### config.mk
export PLATFORM = sky130hd
export DESIGN_NAME = buzzer_tone_queue_sequencer
export DESIGN_NICKNAME = d
export VERILOG_FILES = /design/src/design/btq_pkg.sv /design/src/design/btq_in_stage.sv /design/src/design/btq_cmd_fifo.sv /design/src/design/btq_tone_ctrl.sv /design/src/design/buzzer_tone_queue_sequencer.sv
export SDC_FILE = /design/constraint.sdc
export NUM_CORES = 1
export LEC_CHECK = 0
export ABC_AREA = 0
export BUFFER_PORTS_ARGS = -buffer_cell sky130_fd_sc_hd__buf_2
export CORE_AREA = 4 4 232 234
export CTS_CLUSTER_DIAMETER = 150
export CTS_CLUSTER_SIZE = 40
export DETAILED_ROUTE_END_ITERATION = 12
export DIE_AREA = 0 0 236 238
export GPL_TIMING_DRIVEN = 0
export PLACE_DENSITY_LB_ADDON = 0.3
export SKIP_CTS_REPAIR_TIMING = 1
export SLEW_MARGIN = 5
export SYNTH_ARGS = -nofsm -noshare
export SYNTH_HDL_FRONTEND = slang
export SYNTH_SLANG_ARGS = --single-unit
### constraint.sdc
create_clock -name clock -period 6.46 [get_ports clock]
set_clock_uncertainty 0.1 [all_clocks]
set_input_delay 0.323 -clock clock [delete_from_list [all_inputs] [get_ports clock]]
set_output_delay 0.323 -clock clock [all_outputs]
set_load 0.005 [all_outputs]
### src/design/btq_pkg.sv
// Shared types and sizing constants for the buzzer tone queue sequencer.
// Used by every module of the block; no dependencies of its own.
package btq_pkg;

   // Queue sizing
   localparam int QUEUE_DEPTH = 8;
   localparam int PTR_W       = (QUEUE_DEPTH > 1) ? $clog2(QUEUE_DEPTH) : 1;
   localparam int CNT_W       = $clog2(QUEUE_DEPTH + 1);

   // Request codes
   localparam logic MODE_ENQUEUE = 1'b0;
   localparam logic MODE_TICK    = 1'b1;
   localparam logic PORT_ONE     = 1'b0;
   localparam logic PORT_TWO     = 1'b1;

   // One stored tone command (60 bits)
   typedef struct packed {
      logic        port;
      logic [7:0]  pins;
      logic [15:0] period;
      logic [15:0] duty;
      logic [15:0] length;
      logic [1:0]  cmode;
      logic        check;
   } cmd_type;

   // One request as held in the input register
   typedef struct packed {
      logic    mode;
      cmd_type cmd;
      logic    finish_answer;
   } req_type;

   // Queue update commands from the tone controller
   typedef struct packed {
      logic        push;
      logic        pop;
      logic        upd_len;
      logic [15:0] new_len;
   } fifo_ctrl_type;

   // Queue status toward the tone controller
   typedef struct packed {
      logic [CNT_W-1:0] count;
      logic             full;
      logic             empty;
   } fifo_stat_type;

   // One result as held in the output register
   typedef struct packed {
      logic [7:0]  p1_select;
      logic [7:0]  p2_select;
      logic [15:0] period_out;
      logic [15:0] duty_out;
      logic [1:0]  mode_out;
      logic        tone_started;
      logic        tone_stopped;
      logic [3:0]  queue_count;
      logic        dropped;
   } rsp_type;

endpackage

### src/design/btq_in_stage.sv
// Input register of the buzzer tone queue sequencer.
// Depends on btq_pkg for the request struct.
module btq_in_stage import btq_pkg::*; (
   input  logic    clock,
   input  logic    reset,
   input  logic    req_valid,
   output logic    req_ready,
   input  req_type req_item,
   input  logic    take,
   output logic    item_valid,
   output req_type item
);

   logic    valid_ff, valid_in;
   req_type item_ff;

   // Free when empty or when the held request moves on this cycle
   assign req_ready = !valid_ff || take;
   assign valid_in  = (req_valid && req_ready) || (valid_ff && !take);

   always_ff @(posedge clock) begin
      if (reset) begin
         valid_ff <= 1'b0;
      end else begin
         valid_ff <= valid_in;
      end
   end

   // Payload capture
   always_ff @(posedge clock) begin
      if (req_valid && req_ready) begin
         item_ff <= req_item;
      end
   end

   assign item_valid = valid_ff;
   assign item       = item_ff;

endmodule

### src/design/btq_cmd_fifo.sv
// Command FIFO: register store, head and tail pointers, fill count.
// Depends on btq_pkg for sizing and struct types.
module btq_cmd_fifo import btq_pkg::*; (
   input  logic          clock,
   input  logic          reset,
   input  cmd_type       push_cmd,
   input  fifo_ctrl_type ctrl,
   output cmd_type       head_cmd,
   output fifo_stat_type stat
);

   cmd_type          store_ff [QUEUE_DEPTH];
   logic [PTR_W-1:0] head_ff, head_in;
   logic [PTR_W-1:0] tail_ff, tail_in;
   logic [CNT_W-1:0] count_ff, count_in;

   function automatic logic [PTR_W-1:0] next_ptr(input logic [PTR_W-1:0] p);
      if (p == PTR_W'(QUEUE_DEPTH - 1)) begin
         return '0;
      end
      return p + PTR_W'(1);
   endfunction

   // Pointer and count update
   always_comb begin
      head_in  = ctrl.pop  ? next_ptr(head_ff) : head_ff;
      tail_in  = ctrl.push ? next_ptr(tail_ff) : tail_ff;
      count_in = count_ff;
      if (ctrl.push && !ctrl.pop) begin
         count_in = count_ff + CNT_W'(1);
      end else if (ctrl.pop && !ctrl.push) begin
         count_in = count_ff - CNT_W'(1);
      end
   end

   always_ff @(posedge clock) begin
      if (reset) begin
         head_ff  <= '0;
         tail_ff  <= '0;
         count_ff <= '0;
      end else begin
         head_ff  <= head_in;
         tail_ff  <= tail_in;
         count_ff <= count_in;
      end
   end

   // Store writes: append at tail, remaining length rewritten at head
   always_ff @(posedge clock) begin
      if (ctrl.push) begin
         store_ff[tail_ff] <= push_cmd;
      end
      if (ctrl.upd_len) begin
         store_ff[head_ff].length <= ctrl.new_len;
      end
   end

   assign head_cmd   = store_ff[head_ff];
   assign stat.count = count_ff;
   assign stat.full  = (count_ff == CNT_W'(QUEUE_DEPTH));
   assign stat.empty = (count_ff == '0);

endmodule

### src/design/btq_tone_ctrl.sv
// Tone controller: head end/start decisions, timer registers, result register.
// Depends on btq_pkg; drives btq_cmd_fifo through fifo_ctrl_type.
module btq_tone_ctrl import btq_pkg::*; (
   input  logic          clock,
   input  logic          reset,
   input  logic          item_valid,
   input  req_type       item,
   output logic          take,
   input  cmd_type       head_cmd,
   input  fifo_stat_type stat,
   output fifo_ctrl_type ctrl,
   output logic          rsp_valid,
   input  logic          rsp_ready,
   output rsp_type       rsp
);

   logic        rsp_valid_ff, rsp_valid_in;
   rsp_type     rsp_ff, rsp_in;
   logic        running_ff, running_in;
   logic [7:0]  p1_ff, p1_in;
   logic [7:0]  p2_ff, p2_in;
   logic [15:0] period_ff, period_in;
   logic [15:0] duty_ff, duty_in;
   logic [1:0]  cmode_ff, cmode_in;

   logic             is_tick, ends, started, stopped, drop;
   logic             len_neg, len_zero, duty_pos;
   logic [CNT_W-1:0] count_after;
   logic [CNT_W+3:0] count_wide;

   // A request moves on when the result register is free or being taken
   assign take = item_valid && (!rsp_valid_ff || rsp_ready);

   assign is_tick  = (item.mode == MODE_TICK);
   assign len_neg  = head_cmd.length[15];
   assign len_zero = (head_cmd.length == 16'd0);
   assign duty_pos = !head_cmd.duty[15] && (head_cmd.duty != 16'd0);

   // Head end rule
   assign ends = (len_neg && head_cmd.check && !item.finish_answer) ||
                 (!head_cmd.check && (len_neg || len_zero));

   // Decisions and next timer state
   always_comb begin
      ctrl         = '0;
      ctrl.new_len = head_cmd.length - 16'd1;
      started      = 1'b0;
      stopped      = 1'b0;
      drop         = 1'b0;
      running_in   = running_ff;
      p1_in        = p1_ff;
      p2_in        = p2_ff;
      period_in    = period_ff;
      duty_in      = duty_ff;
      cmode_in     = cmode_ff;
      if (take) begin
         if (!is_tick) begin
            drop      = stat.full;
            ctrl.push = !stat.full;
         end else if (!stat.empty) begin
            if (ends) begin
               ctrl.pop   = 1'b1;
               stopped    = 1'b1;
               running_in = 1'b0;
               if (head_cmd.port == PORT_TWO) begin
                  p2_in = p2_ff & ~head_cmd.pins;
               end else begin
                  p1_in = p1_ff & ~head_cmd.pins;
               end
            end else begin
               if (!running_ff) begin
                  started    = 1'b1;
                  running_in = 1'b1;
                  if (head_cmd.port == PORT_TWO) begin
                     p2_in = p2_ff | head_cmd.pins;
                  end else begin
                     p1_in = p1_ff | head_cmd.pins;
                  end
                  period_in = head_cmd.period;
                  cmode_in  = head_cmd.cmode;
                  if (duty_pos) begin
                     duty_in = head_cmd.duty;
                  end
               end
               ctrl.upd_len = !len_neg && !len_zero;
            end
         end
      end
   end

   // Fill count after this request, reported in four bits
   always_comb begin
      count_after = stat.count;
      if (ctrl.push) begin
         count_after = stat.count + CNT_W'(1);
      end else if (ctrl.pop) begin
         count_after = stat.count - CNT_W'(1);
      end
      count_wide = {4'b0000, count_after};
   end

   // Result assembly
   always_comb begin
      rsp_in.p1_select    = p1_in;
      rsp_in.p2_select    = p2_in;
      rsp_in.period_out   = period_in;
      rsp_in.duty_out     = duty_in;
      rsp_in.mode_out     = cmode_in;
      rsp_in.tone_started = started;
      rsp_in.tone_stopped = stopped;
      rsp_in.queue_count  = count_wide[3:0];
      rsp_in.dropped      = drop;
      rsp_valid_in        = take || (rsp_valid_ff && !rsp_ready);
   end

   always_ff @(posedge clock) begin
      if (reset) begin
         rsp_valid_ff <= 1'b0;
         running_ff   <= 1'b0;
         p1_ff        <= '0;
         p2_ff        <= '0;
         period_ff    <= '0;
         duty_ff      <= '0;
         cmode_ff     <= '0;
      end else begin
         rsp_valid_ff <= rsp_valid_in;
         running_ff   <= running_in;
         p1_ff        <= p1_in;
         p2_ff        <= p2_in;
         period_ff    <= period_in;
         duty_ff      <= duty_in;
         cmode_ff     <= cmode_in;
      end
   end

   // Result payload
   always_ff @(posedge clock) begin
      if (take) begin
         rsp_ff <= rsp_in;
      end
   end

   assign rsp_valid = rsp_valid_ff;
   assign rsp       = rsp_ff;

endmodule

### src/design/buzzer_tone_queue_sequencer.sv
// Buzzer tone queue sequencer: a queue of tone commands driving one tone timer.
// Request channel (req_*): mode 0 appends a command, mode 1 is a scheduler tick.
// Result channel (rsp_*): one result per request with the timer registers,
// pin selects, start/stop flags, queue fill and a drop flag for a full queue.
// Both channels use valid/ready; a request or result moves when both are high.
// An accepted request sits in the input register, then loads the result register
// once that register is free or being taken (rsp_valid rises with it), and can
// then be taken on the result channel.
// Throughput: one request per cycle while rsp_ready holds; the head command is read
// from a register store and the decision is a short compare and 16-bit decrement.
// When the receiver stalls, the result register holds and an empty input register
// still takes one more request; req_ready then drops until results drain.
// Reset (synchronous, active high) empties the queue and clears the pin selects,
// period, duty, count mode and running flag; store contents are not cleared.
// Depends on btq_pkg, btq_in_stage, btq_cmd_fifo and btq_tone_ctrl.
module buzzer_tone_queue_sequencer import btq_pkg::*; (
   input  logic               clock,
   input  logic               reset,
   input  logic               req_valid,
   output logic               req_ready,
   input  logic               req_mode,
   input  logic               req_port_sel,
   input  logic [7:0]         req_pin_mask,
   input  logic [15:0]        req_tone_period,
   input  logic signed [15:0] req_tone_duty,
   input  logic signed [15:0] req_tone_length,
   input  logic [1:0]         req_count_mode,
   input  logic               req_has_finish_check,
   input  logic               req_finish_answer,
   output logic               rsp_valid,
   input  logic               rsp_ready,
   output logic [7:0]         rsp_p1_select,
   output logic [7:0]         rsp_p2_select,
   output logic [15:0]        rsp_period_out,
   output logic [15:0]        rsp_duty_out,
   output logic [1:0]         rsp_mode_out,
   output logic               rsp_tone_started,
   output logic               rsp_tone_stopped,
   output logic [3:0]         rsp_queue_count,
   output logic               rsp_dropped
);

   req_type       req_item, item;
   logic          item_valid, take;
   cmd_type       head_cmd;
   fifo_stat_type stat;
   fifo_ctrl_type ctrl;
   rsp_type       rsp;

   // Pack the request ports
   assign req_item.mode          = req_mode;
   assign req_item.cmd.port      = req_port_sel;
   assign req_item.cmd.pins      = req_pin_mask;
   assign req_item.cmd.period    = req_tone_period;
   assign req_item.cmd.duty      = req_tone_duty;
   assign req_item.cmd.length    = req_tone_length;
   assign req_item.cmd.cmode     = req_count_mode;
   assign req_item.cmd.check     = req_has_finish_check;
   assign req_item.finish_answer = req_finish_answer;

   btq_in_stage u_in_stage (
      .clock      (clock),
      .reset      (reset),
      .req_valid  (req_valid),
      .req_ready  (req_ready),
      .req_item   (req_item),
      .take       (take),
      .item_valid (item_valid),
      .item       (item)
   );

   btq_cmd_fifo u_cmd_fifo (
      .clock    (clock),
      .reset    (reset),
      .push_cmd (item.cmd),
      .ctrl     (ctrl),
      .head_cmd (head_cmd),
      .stat     (stat)
   );

   btq_tone_ctrl u_tone_ctrl (
      .clock      (clock),
      .reset      (reset),
      .item_valid (item_valid),
      .item       (item),
      .take       (take),
      .head_cmd   (head_cmd),
      .stat       (stat),
      .ctrl       (ctrl),
      .rsp_valid  (rsp_valid),
      .rsp_ready  (rsp_ready),
      .rsp        (rsp)
   );

   // Unpack the result register
   assign rsp_p1_select    = rsp.p1_select;
   assign rsp_p2_select    = rsp.p2_select;
   assign rsp_period_out   = rsp.period_out;
   assign rsp_duty_out     = rsp.duty_out;
   assign rsp_mode_out     = rsp.mode_out;
   assign rsp_tone_started = rsp.tone_started;
   assign rsp_tone_stopped = rsp.tone_stopped;
   assign rsp_queue_count  = rsp.queue_count;
   assign rsp_dropped      = rsp.dropped;

endmodule

==> flow_metrics.env <==
export IMPL_status="complete, no violations"
export IMPL_drt_initial_drc_count=1213
export IMPL_viasPerCell=5.55
export IMPL_io_buffer_count=123
export IMPL_synth_cells=1320
export IMPL_min_period_ns=6.06
export IMPL_final_cell_mix="599 x edfxtp_1, 139 x buf_2, 94 x mux4_2"
export IMPL_synth_xor_xnor_area_share_pct=0.650
export IMPL_final_nets=1633
export IMPL_r2r_end="u_cmd_fifo.store_ff[2][16]$_DFFE_PP_"
export IMPL_hold_class="input pin to flop"
export IMPL_htree_levels=1
export IMPL_rows=84
export IMPL_place_hpwl_mm=35.3
export IMPL_area_growth_synth_to_final_pct=13.1
export IMPL_dp_cells=2161
export IMPL_tritoncts="built"
export IMPL_worstHoldStart="reset"
export IMPL_clk_pin_slew_ns=0.14
export IMPL_r2r_slack_ns=0.40
export IMPL_stdcell_count=2261
export IMPL_die_h_microns=238
export IMPL_die_width_microns=236
export IMPL_ys_warn_count=0
export IMPL_min_path_cells=2
export IMPL_met3_usage_pct=1.76
export IMPL_layout_drive_gt1_share_pct=26.1
export IMPL_critPathArrivalTime_ns=6.27
export IMPL_worstRegToRegCells=15
export IMPL_grt_use_met2_pct=31.6
export IMPL_synth_mux_area_share_pct=14.5
export IMPL_grt_use_met1_pct=25.5
export IMPL_top_level_ports=125
export IMPL_track_usage_pct=18.2
export IMPL_grt_max_degree=42
export IMPL_syn_area_per_cell_sq_um=19.4
export IMPL_holdPathEnd="u_tone_ctrl.p1_ff[3]$_SDFF_PP0_"
export IMPL_ys_flop_type="edfxtp_1"
export IMPL_start_kind="flop"
export IMPL_synth_fp_nets=1394
export IMPL_tightest_slew_ns=1.12
export IMPL_synth_async_reset_ratio_pct=0
export IMPL_crit_type="flop to flop"
export IMPL_grt_setup_unrepaired="no"
export IMPL_synth_seq_cells=665
export IMPL_clk_latency_ns=0.60
export IMPL_cts_buffers=20
export IMPL_finalWirelength_mm=52.2
export IMPL_cp_data_required_time_ns=6.67
export IMPL_gp_congestion=0.786
export IMPL_ir_drop_mv=0.185
export IMPL_drc_errors=0
export IMPL_final_max_slew_viol_count=0
export IMPL_power_density_nw_per_um2=239
export IMPL_synth_edff_count=599
export IMPL_fin_ws_ns=0.397
export IMPL_antenna_found_initial=1
export IMPL_seq_area_frac_synth_pct=75.4
export IMPL_p_leak_nw=9.30
export IMPL_synth_top_family_by_area="multiplexers"
export IMPL_synth_simple_area_share_pct=4.92
export IMPL_syn_area_sq_um=25600
export IMPL_firstDrtPassIters=5
export IMPL_synthAdderAreaFrac_pct=0.391
export IMPL_dieArea_sq_um=56200
export IMPL_wl_per_cell_microns=23.1
export IMPL_grt_pass1_wl_mm=78.0
export IMPL_slew_headroom_pct=25.0
export IMPL_holdWs_ns=0.250
export IMPL_grt_pass1_vias=12500
export IMPL_cp_end_kind="flop"
export IMPL_finish_utilization_pct=55.7
export IMPL_cap_violations=0
export IMPL_clockBufferDepth=3
export IMPL_synth_cell_types=55
export IMPL_synth_compound_area_share_pct=2.76
export IMPL_top_usage_layer="met2"
export IMPL_overflow=0
export IMPL_final_common_cell="edfxtp_1"
export IMPL_diodes=0
export IMPL_start_util_pct=49.2
export IMPL_crit_fanout=10
export IMPL_hold_violations=0
export IMPL_cts_sinks=665
export IMPL_finalCritPeriodShare_pct=93.9
export IMPL_ant_nets=0
export IMPL_core_area_sq_um=52000
export IMPL_fmax_mhz=165
export IMPL_final_setup_viol_count=0
export IMPL_clock_root_buffer="clkbuf_16"
export IMPL_preCtsSetupSlack_ns=0.461
export IMPL_vias=12600
## synthesized netlist by cell type (all sizes together), types with 4 or more instances
cell	number	area share (%)
edfxtp	599	70
mux4	96	8.5
nor2b	90	2.4
mux2	78	3.7
dfxtp	66	5.2
mux2i	59	2.4
nand2	47	0.69
a21oi	41	0.84
nor2	36	0.57
buf	29	0.80
clkbuf	29	0.42
a22oi	23	0.67
nand2b	14	0.34
inv	13	0.19
xnor2	13	0.44
a211oi	9	0.26
ha	8	0.39
nor3	8	0.16
o21ai	7	0.14
xor2	6	0.21
o22ai	5	0.12
a31o	4	0.14
nand4	4	0.098
## critical path, cell delays in order, from the launching register on
cell	delay (ns)
dfxtp_1	0.48
buf_2	0.32
buf_2	0.30
buf_1	0.62
clkbuf_1	0.59
mux4_2	0.32
mux2i_1	0.14
ha_1	0.32
and3_1	0.17
nand2_1	0.16
o311a_1	0.42
buf_2	0.36
clkbuf_1	0.46
nand2_1	0.18
o22ai_2	0.57
buf_8	0.24
## registers in the layout, indices dropped and copies added (netlist names), 2 cells and up, named ones only
signal	cells
u_tone_ctrl.rsp	57
u_in_stage.item	62
u_cmd_fifo.store_ff	480
u_tone_ctrl.period_ff	16
u_tone_ctrl.duty_ff	16
u_cmd_fifo.count_ff	4
u_tone_ctrl.p2_ff	8
u_tone_ctrl.p1_ff	8
u_cmd_fifo.head_ff	3
u_cmd_fifo.tail_ff	3
u_tone_ctrl.cmode_ff	2
## per-layer routing
metal  wire length (microns)  vias to the layer above
li1                        -                     5660
met2                   27100                      304
met5                       0                        -
met4                     829                        0
met3                    2400                       36
met1                   21800                     6554
## layout make-up
type / instances / area, sq um
timing repair buffer: 217 / 1820
multi-input combinational: 584 / 6030
clock buffer: 35 / 578
clock inverter: 1 / 16.3
fill: 3886 / 23000
tap: 688 / 861
inverter: 13 / 48.8
sequential: 665 / 19300
buffer: 58 / 313
## cells by family after synthesis
| logic type | Yosys count |
|---|---|
| DFF | 665 |
| muxes | 233 |
| xor gates and xnor gates | 19 |
| buffers and inverters | 71 |
| AOI/OAI and AO/OA | 101 |
| adders and majority gates | 8 |
| and+or+nand+nor | 223 |
## how the worst max path moves through the flow
stage / end / slack [ns] / depth (start not counted)
6_report: u_cmd_fifo.store_ff[2][16]$_DFFE_PP_ / 0.40 / 15
5_1_grt: u_cmd_fifo.store_ff[2][16]$_DFFE_PP_ / 0.09 / 15
4_1_cts: u_cmd_fifo.store_ff[2][16]$_DFFE_PP_ / 0.42 / 15
3_5_place_dp: u_cmd_fifo.store_ff[2][16]$_DFFE_PP_ / 0.46 / 15
3_3_place_gp: u_cmd_fifo.store_ff[4][16]$_DFFE_PP_ / -3.35 / 9
2_1_floorplan: u_cmd_fifo.store_ff[4][10]$_DFFE_PP_ / 0.53 / 9
## through the flow
stage | cell area (sq um) | setup TNS, ns | total power (W)
global route | 29000 | 0 | 0.00716
global placement | 27100 | -371.14 | 0.00516
finish | 29000 | 0 | 0.00691
floorplan | 25600 | 0 | 0.00505
CTS | 28300 | 0 | 0.00695
detailed placement | 27700 | 0 | 0.00518
## power breakdown
part	internal, W	total, W	switching [W]
combinational	0.000136	0.000317	0.000182
clock	0.000632	0.00181	0.00118
sequential	0.00476	0.00479	0.0000251
total	0.00553	0.00691	0.00139
Power figures use the tool's default switching activity.
